## config.mk

```make
export PLATFORM = sky130hd
export DESIGN_NAME = edb_ctrl
export DESIGN_NICKNAME = d
export VERILOG_FILES = /design/src/rtl/edb_pkg.sv /design/src/rtl/edb_ctrl.sv
export VERILOG_INCLUDE_DIRS = /design/src /design/src/rtl
export SDC_FILE = /design/constraint.sdc
export NUM_CORES = 1
export LEC_CHECK = 0
export BUFFER_PORTS_ARGS = -buffer_cell sky130_fd_sc_hd__buf_2
export CORE_AREA = 4 4 41 43
export DETAILED_ROUTE_END_ITERATION = 10
export DIE_AREA = 0 0 45 47
export PLACE_DENSITY_LB_ADDON = 0.2
export SETUP_SLACK_MARGIN = 0.4
export SLEW_MARGIN = 20
export SYNTH_ARGS = -nofsm -noshare
export SYNTH_HDL_FRONTEND = slang
export SYNTH_SLANG_ARGS = --single-unit
```

## constraint.sdc

```tcl
create_clock -name aclk -period 3.6 [get_ports aclk]
set_clock_uncertainty 0.1 [all_clocks]
set_input_delay 0.36 -clock aclk [delete_from_list [all_inputs] [get_ports aclk]]
set_output_delay 0.36 -clock aclk [all_outputs]
set_load 0.02 [all_outputs]
```

## src/rtl/embedded_deformation_blend_macros.svh

```systemverilog
// ----------------------------------------------------------------------------
// embedded deformation blend assertion macros
// shared concurrent assertion forms, reset gated, reported by $error
// ----------------------------------------------------------------------------
`ifndef EMBEDDED_DEFORMATION_BLEND_MACROS_SVH
`define EMBEDDED_DEFORMATION_BLEND_MACROS_SVH

// consequent must hold in the same cycle as the antecedent
`define EDB_ASSERT_NOW(label, clk, rstn, ante, cons, msg) \
    label: assert property (@(posedge clk) disable iff (!(rstn)) (ante) |-> (cons)) \
        else $error(msg);

// consequent must hold in the cycle after the antecedent
`define EDB_ASSERT_NEXT(label, clk, rstn, ante, cons, msg) \
    label: assert property (@(posedge clk) disable iff (!(rstn)) (ante) |=> (cons)) \
        else $error(msg);

`endif

```

## src/rtl/edb_pkg.sv

```systemverilog
// ----------------------------------------------------------------------------
// edb_pkg
// types, constants and step decoding for the deformation graph vertex blend
// ----------------------------------------------------------------------------
package edb_pkg;

    localparam int TABLE_NODES_DEF = 256;
    localparam int FRAC_BITS_DEF   = 16;
    localparam int WORDS_PER_NODE  = 15;
    localparam int WEIGHT_FRAC     = 16;

    localparam int NODE_W   = 8;
    localparam int WSEL_W   = 4;
    localparam int WORD_W   = 32;
    localparam int WEIGHT_W = 17;
    localparam int ACC_W    = 48;
    localparam int PROD_W   = 64;
    localparam int WIDE_W   = 66;
    localparam int LADDR_W  = 16;

    localparam int S_TDATA_W = 160;
    localparam int M_TDATA_W = 96;

    localparam logic MODE_WRITE = 1'b0;
    localparam logic MODE_TERM  = 1'b1;

    localparam logic [WSEL_W-1:0] WSEL_POS_X = 4'd9;
    localparam logic [WSEL_W-1:0] WSEL_POS_Y = 4'd10;
    localparam logic [WSEL_W-1:0] WSEL_POS_Z = 4'd11;
    localparam logic [WSEL_W-1:0] WSEL_TRN_X = 4'd12;
    localparam logic [WSEL_W-1:0] WSEL_TRN_Y = 4'd13;
    localparam logic [WSEL_W-1:0] WSEL_TRN_Z = 4'd14;

    localparam int STEP_W = 5;
    localparam logic [STEP_W-1:0] STEP_LAST = 5'd22;

    typedef enum logic [1:0] {
        ST_IDLE,
        ST_RUN,
        ST_EMIT
    } state_t;

    typedef enum logic [2:0] {
        OP_NOP,
        OP_G,
        OP_T,
        OP_M,
        OP_Q,
        OP_W
    } op_t;

    typedef struct packed {
        op_t               op;
        logic [1:0]        row;
        logic [1:0]        col;
        logic [WSEL_W-1:0] sel;
    } step_t;

    typedef struct packed {
        logic              latch;
        logic              write;
        logic              step_valid;
        logic [STEP_W-1:0] step;
        logic              emit;
    } dp_cmd_t;

    typedef struct packed {
        logic out_free;
        logic last_term;
    } dp_status_t;

    localparam logic signed [WIDE_W-1:0] S32_MAX = 66'sd2147483647;
    localparam logic signed [WIDE_W-1:0] S32_MIN = -66'sd2147483648;
    localparam logic signed [WIDE_W-1:0] S48_MAX = 66'sd140737488355327;
    localparam logic signed [WIDE_W-1:0] S48_MIN = -66'sd140737488355328;

    function automatic logic signed [31:0] sat32(input logic signed [WIDE_W-1:0] v);
        logic signed [31:0] r;
        if (v > S32_MAX) begin
            r = 32'sh7fffffff;
        end else if (v < S32_MIN) begin
            r = 32'sh80000000;
        end else begin
            r = v[31:0];
        end
        return r;
    endfunction

    function automatic logic signed [ACC_W-1:0] sat48(input logic signed [WIDE_W-1:0] v);
        logic signed [ACC_W-1:0] r;
        if (v > S48_MAX) begin
            r = 48'sh7fffffffffff;
        end else if (v < S48_MIN) begin
            r = 48'sh800000000000;
        end else begin
            r = v[ACC_W-1:0];
        end
        return r;
    endfunction

    // term schedule: g reads, t reads, matrix reads with mac, q, weight mac
    function automatic step_t decode_step(input logic [STEP_W-1:0] step);
        step_t d;
        d = '{op: OP_NOP, row: 2'd0, col: 2'd0, sel: 4'd0};
        unique case (step)
            5'd0:    d = '{op: OP_G, row: 2'd0, col: 2'd0, sel: WSEL_POS_X};
            5'd1:    d = '{op: OP_G, row: 2'd1, col: 2'd0, sel: WSEL_POS_Y};
            5'd2:    d = '{op: OP_G, row: 2'd2, col: 2'd0, sel: WSEL_POS_Z};
            5'd3:    d = '{op: OP_T, row: 2'd0, col: 2'd0, sel: WSEL_TRN_X};
            5'd4:    d = '{op: OP_T, row: 2'd1, col: 2'd0, sel: WSEL_TRN_Y};
            5'd5:    d = '{op: OP_T, row: 2'd2, col: 2'd0, sel: WSEL_TRN_Z};
            5'd6:    d = '{op: OP_M, row: 2'd0, col: 2'd0, sel: 4'd0};
            5'd7:    d = '{op: OP_M, row: 2'd0, col: 2'd1, sel: 4'd1};
            5'd8:    d = '{op: OP_M, row: 2'd0, col: 2'd2, sel: 4'd2};
            5'd9:    d = '{op: OP_M, row: 2'd1, col: 2'd0, sel: 4'd3};
            5'd10:   d = '{op: OP_M, row: 2'd1, col: 2'd1, sel: 4'd4};
            5'd11:   d = '{op: OP_M, row: 2'd1, col: 2'd2, sel: 4'd5};
            5'd12:   d = '{op: OP_M, row: 2'd2, col: 2'd0, sel: 4'd6};
            5'd13:   d = '{op: OP_M, row: 2'd2, col: 2'd1, sel: 4'd7};
            5'd14:   d = '{op: OP_M, row: 2'd2, col: 2'd2, sel: 4'd8};
            5'd15:   d = '{op: OP_Q, row: 2'd0, col: 2'd0, sel: 4'd0};
            5'd16:   d = '{op: OP_Q, row: 2'd1, col: 2'd0, sel: 4'd0};
            5'd17:   d = '{op: OP_Q, row: 2'd2, col: 2'd0, sel: 4'd0};
            5'd18:   d = '{op: OP_W, row: 2'd0, col: 2'd0, sel: 4'd0};
            5'd19:   d = '{op: OP_W, row: 2'd1, col: 2'd0, sel: 4'd0};
            5'd20:   d = '{op: OP_W, row: 2'd2, col: 2'd0, sel: 4'd0};
            default: d = '{op: OP_NOP, row: 2'd0, col: 2'd0, sel: 4'd0};
        endcase
        return d;
    endfunction

endpackage

```

## src/rtl/edb_ctrl.sv

```systemverilog
// ----------------------------------------------------------------------------
// edb_ctrl
// term sequencer: accepts items, steps the datapath schedule, hands off result
// ----------------------------------------------------------------------------
`include "embedded_deformation_blend_macros.svh"

module edb_ctrl (
    input  logic                aclk,
    input  logic                aresetn,
    input  logic                s_tvalid,
    output logic                s_tready,
    input  logic                s_mode,
    input  edb_pkg::dp_status_t status,
    output edb_pkg::dp_cmd_t    cmd
);
    import edb_pkg::*;

    state_t             state_reg, state_next;
    logic [STEP_W-1:0]  step_reg, step_next;

    always_ff @(posedge aclk) begin
        if (!aresetn) begin
            state_reg <= ST_IDLE;
            step_reg  <= '0;
        end else begin
            state_reg <= state_next;
            step_reg  <= step_next;
        end
    end

    always_comb begin
        state_next = state_reg;
        step_next  = '0;
        unique case (state_reg)
            ST_IDLE: begin
                if (s_tvalid && s_mode == MODE_TERM) begin
                    state_next = ST_RUN;
                end
            end
            ST_RUN: begin
                if (step_reg == STEP_LAST) begin
                    state_next = status.last_term ? ST_EMIT : ST_IDLE;
                end else begin
                    step_next = step_reg + 1'b1;
                end
            end
            ST_EMIT: begin
                if (status.out_free) begin
                    state_next = ST_IDLE;
                end
            end
            default: state_next = ST_IDLE;
        endcase
    end

    always_comb begin
        s_tready       = (state_reg == ST_IDLE);
        cmd.latch      = (state_reg == ST_IDLE) && s_tvalid && s_mode == MODE_TERM;
        cmd.write      = (state_reg == ST_IDLE) && s_tvalid && s_mode == MODE_WRITE;
        cmd.step_valid = (state_reg == ST_RUN);
        cmd.step       = step_reg;
        cmd.emit       = (state_reg == ST_EMIT) && status.out_free;
    end

    `EDB_ASSERT_NEXT(a_step_advance, aclk, aresetn,
        state_reg == ST_RUN && step_reg != STEP_LAST,
        state_reg == ST_RUN && step_reg == $past(step_reg) + 1'b1,
        "term schedule skipped or stalled a step")
    `EDB_ASSERT_NEXT(a_latch_starts_run, aclk, aresetn, cmd.latch,
        state_reg == ST_RUN && step_reg == '0, "term did not start at step zero")
    `EDB_ASSERT_NOW(a_emit_only_last, aclk, aresetn, state_reg == ST_EMIT,
        status.last_term, "result hand-off for a term not marked last")

endmodule

```

* Word level (Yosys, flattened, before mapping)
Index checks and enable logic that the tools add are counted. Widths: inputs -> output; s select.
Word-level totals: register bits after elaboration 7, input bits 6, output and inout port bits 10
Cells by class: add/subtract/negate cells 1, eq/ne operators 6, mux-type cells 5, bitwise gates (word level) 3, reduce and logical (&&, ||, !) cells 8
Operator list (number):
- $mux 2 | 4
- $pmux 2 s3 | 1
- $add 5x1->5 const B | 1
- $eq 5x5->1 const B | 1
- $logic_and 1x1->1 | 5
- $ne 2x1->1 const B | 2
- $not 1->1 | 3
- $reduce_and 3->1 | 1
- $reduce_or 3->1 | 1
- $eq 2x1->1 const B | 1
- $eq 2x2->1 const B | 1
- $logic_not 2->1 | 1
- $ne 2x2->1 const B | 1

* Depth between registers and ports, before layout
depth in word-level cells 3, gate-level depth with buffers 5, depth with buffers taken out 5

* Worst setup path before layout
No wires, ideal clock.
path type register to output, start reg state_reg[1], end out cmd[7] in the netlist's numbering, arrival 1054 ps, data required time 3140 ps, setup slack 2086 ps, cell stages (with the launch flop) 4, buffers on the path 0, cells stage by stage dfxtp_1 nor2_1 nand2_1 nor2_1
RTL lines:
- start, declared | RTL line edb_ctrl.sv:18 | state_t state_reg, state_next;
- start signal, assigned | RTL line edb_ctrl.sv:26 | state_reg <= state_next;
- end, declared | RTL line edb_ctrl.sv:14 | output edb_pkg::dp_cmd_t cmd

==> flow_summary.yaml <==
synthesis:
  yosysWarnings: 0
  synth-seq-cells: 7
  syn_nets: 42
  synthSimpleGateAreaFrac_pct: 33.07
  synth-xor-area-share_pct: 8.367
  synthesis.area_um2: 314.1
  post-synth-top-area-cell: "dfxtp_1"
  synth_area_leaders: "dfxtp_1 45%, nor2_1 8.4%, ha_1 8.0%"
  synthMuxAreaShare_pct: 0
  synthAdderAreaFrac_pct: 7.968
  synth_compound_area_share_pct: 4.781
  yosys.area.top_type_share_pct: 44.62
  synth_top_family_by_area: "simple AND/OR/NAND/NOR gates"
  syn_avg_cell_area_um2: 9.237
  synth_cell_types: 16
  synth_cells: 34
  seq_area_frac_synth_pct: 44.62
floorplanning:
  ios: 16
  die_height_um: 47
  core_area_um2: 1301
  dieArea_um2: 2115
  die_w_um: 45
  initial_core_util_pct: 24.13
  num_rows: 13
global_route:
  grt_pass1_vias: 283
  antenna_found_initial: 0
  met2_usage_pct: 9.887
  grt_pass1_wl_um: 1048
  top_usage_layer: "met2"
  met1_usage_pct: 8.486
  gr-usage-all-layers_pct: 6.973
  grt_max_degree: 6
  gr-total-overflow: 0
  grtUsageMet3_pct: 2.682
pwr:
  cell_internal_pwr_uw: 128.9
  pwr-share-clk_pct: 41.0
  power_frac_comb_pct: 10.7
  vdd_ir_drop_max_uv: 164.8
  pwr-share-seq_pct: 48.3
  net-switching-power_uw: 37.97
  power_density_nw_per_um2: 384.4
  swShare_pct: 22.75
  total_power_uw: 166.9
  p_leak_uw: 0.0002086
critical_path:
  worstReg2RegStart: "step_reg[0]"
  cp-end-kind: "output pin"
  crit_family: "simple AND/OR/NAND/NOR gates"
  worstSetupPathType: "reg -> out"
  critPathSlowestCell: "dfxtp_1"
  cp.required_ps: 3140
  rrSetupSlack_ps: 2320
  cp-start-kind: "flop"
  crit_fanout: 5
  reg2regPathDepth: 5
  rr_endpoint: "step_reg[2]"
  crit_cells: 3
  path_cells: "nor2_1 > and3_2 > buf_2"
  cp.arrival_ps: 1090
  crit_buf_inv: 1
  max_stage_delay_ps: 330
final_layout:
  nNetsFinal: 62
  largest_reg_flops: 5
  stdcell_count: 68
  finish.utilization_pct: 33.37
  layout-drive-gt1-share_pct: 39.62
  areaGrowthSynthToFinish_pct: 38.25
  num_antenna_cells: 0
clocking:
  h-tree-depth: 1
  cts_setup_buffers: 0
  cts_hold_buf: 0
  insertion_delay_ps: 240
  cts_tree: "done"
  clk_pin_slew_ps: 50
  clock-sinks: 7
  ctsResizeCount: 0
  cts_buffer_depth: 2
  cts_root_buffer: "clkbuf_4"
  numCtsBuffers: 3
place:
  io_buffers: 15
  dp.cells: 64
  hpwl_um: 513.6
  gp_routability_congestion: 0.6691
sta:
  finalSetupTns_ps: 0
  setup_viol: 0
  report.final.slew_viol_count: 0
  rsz0062_at_grt: "false"
  max_freq_mhz: 644.1
  holdWs_ps: 257.9
  slew-limit-headroom_pct: 85.83
  fin_crit_sh_pct: 43.13
  period_needed_ps: 1553
  hold_viol_final: 0
  worst_pin_slew_ps: 211.9
outcome:
  outcome: "completed"
min_path:
  holdPathEnd: "state_reg[1]"
  worstHoldPathCells: 2
  hp-class: "in -> reg"
  holdCritStartpoint: "aresetn"
drt:
  drt-wirelength-per-cell_um: 9.235
  vias: 290
  routed_wirelength_um: 628
  viasPerCell: 4.265
  drc_errors: 0
  first_pass_iters: 1
  route.antenna.remaining_nets: 0
  drt_iter0_markers: 0
flow_run:
  drv_cap: 0
==> per-layer routing <==
metal / part of all wire (%) / vias up / routed length, µm
met1: 50 / 121 / 317
met5: 0 / - / 0
met2: 36 / 14 / 228
li1: - / 155 / -
met4: 0 / 0 / 0
met3: 13 / 0 / 82
==> layout make-up <==
| type | count | area (µm²) |
|---|---|---|
| clock buffer | 4 | 26.28 |
| fill | 151 | 867.1 |
| inverter | 1 | 3.754 |
| multi-input combinational | 26 | 170.2 |
| sequential | 7 | 140.1 |
| tap | 15 | 18.77 |
| timing repair buffer | 15 | 75.07 |
==> stage by stage <==
step	area [µm²]	setup slack, ps
2_1_floorplan	314.1	2086
3_3_place_gp	407.9	2289
3_5_place_dp	407.9	2289
4_1_cts	434.2	2023
5_1_grt	434.2	1954
6_report	434.2	2047
==> placed cells by master (no fill, tap or decap) <==
| master | n |
|---|---|
| and3_2 | 1 |
| nor3_1 | 1 |
| buf_2 | 15 |
| xor2_1 | 2 |
| xnor2_1 | 1 |
| and3b_2 | 1 |
| and2b_4 | 1 |
| clkbuf_4 | 3 |
| inv_1 | 1 |
| ha_1 | 2 |
| nor2_1 | 7 |
| dfxtp_1 | 7 |
| and2_1 | 1 |
| nand3_1 | 3 |
| nand2_1 | 2 |
| nand4b_1 | 1 |
| clkbuf_1 | 1 |
| nor3b_1 | 1 |
| o21a_1 | 2 |
==> kinds of logic after synthesis <==
logic type | after synthesis
AOI/OAI and AO/OA | 2
and+or+nand+nor | 19
xor gates and xnor gates | 3
buffers and inverters | 1
adders and majority gates | 2
DFF | 7
==> synth_stat cells, drive strengths merged <==
cell type / instances
ha: 2
inv: 1
nand2: 2
and2b: 1
and2: 1
and3: 1
dfxtp: 7
xor2: 2
o21a: 2
and3b: 1
nand3: 3
nor3b: 1
xnor2: 1
nor3: 1
nand4b: 1
nor2: 7
==> power groups by stage <==
| stage | logic (µW) | registers, µW | clock network (µW) |
|---|---|---|---|
| floorplan | 10.1 | 82.7 | 0 |
| global placement | 18.0 | 82.3 | 0 |
| detailed placement | 18.1 | 82.3 | 0 |
| CTS | 18.1 | 80.6 | 73.1 |
| global route | 19.9 | 80.7 | 74.8 |
| finish | 17.8 | 80.6 | 68.5 |
==> worst max path at each step <==
stage            startpoint           to  slack, ps
2_1_floorplan  state_reg[1]       cmd[7]       2090
3_3_place_gp    step_reg[0]  step_reg[4]       2290
3_5_place_dp    step_reg[0]  step_reg[4]       2290
4_1_cts        state_reg[1]       cmd[8]       2020
5_1_grt        state_reg[1]       cmd[8]       1950
6_report       state_reg[1]       cmd[8]       2050
(Power assumes the default switching activity.)
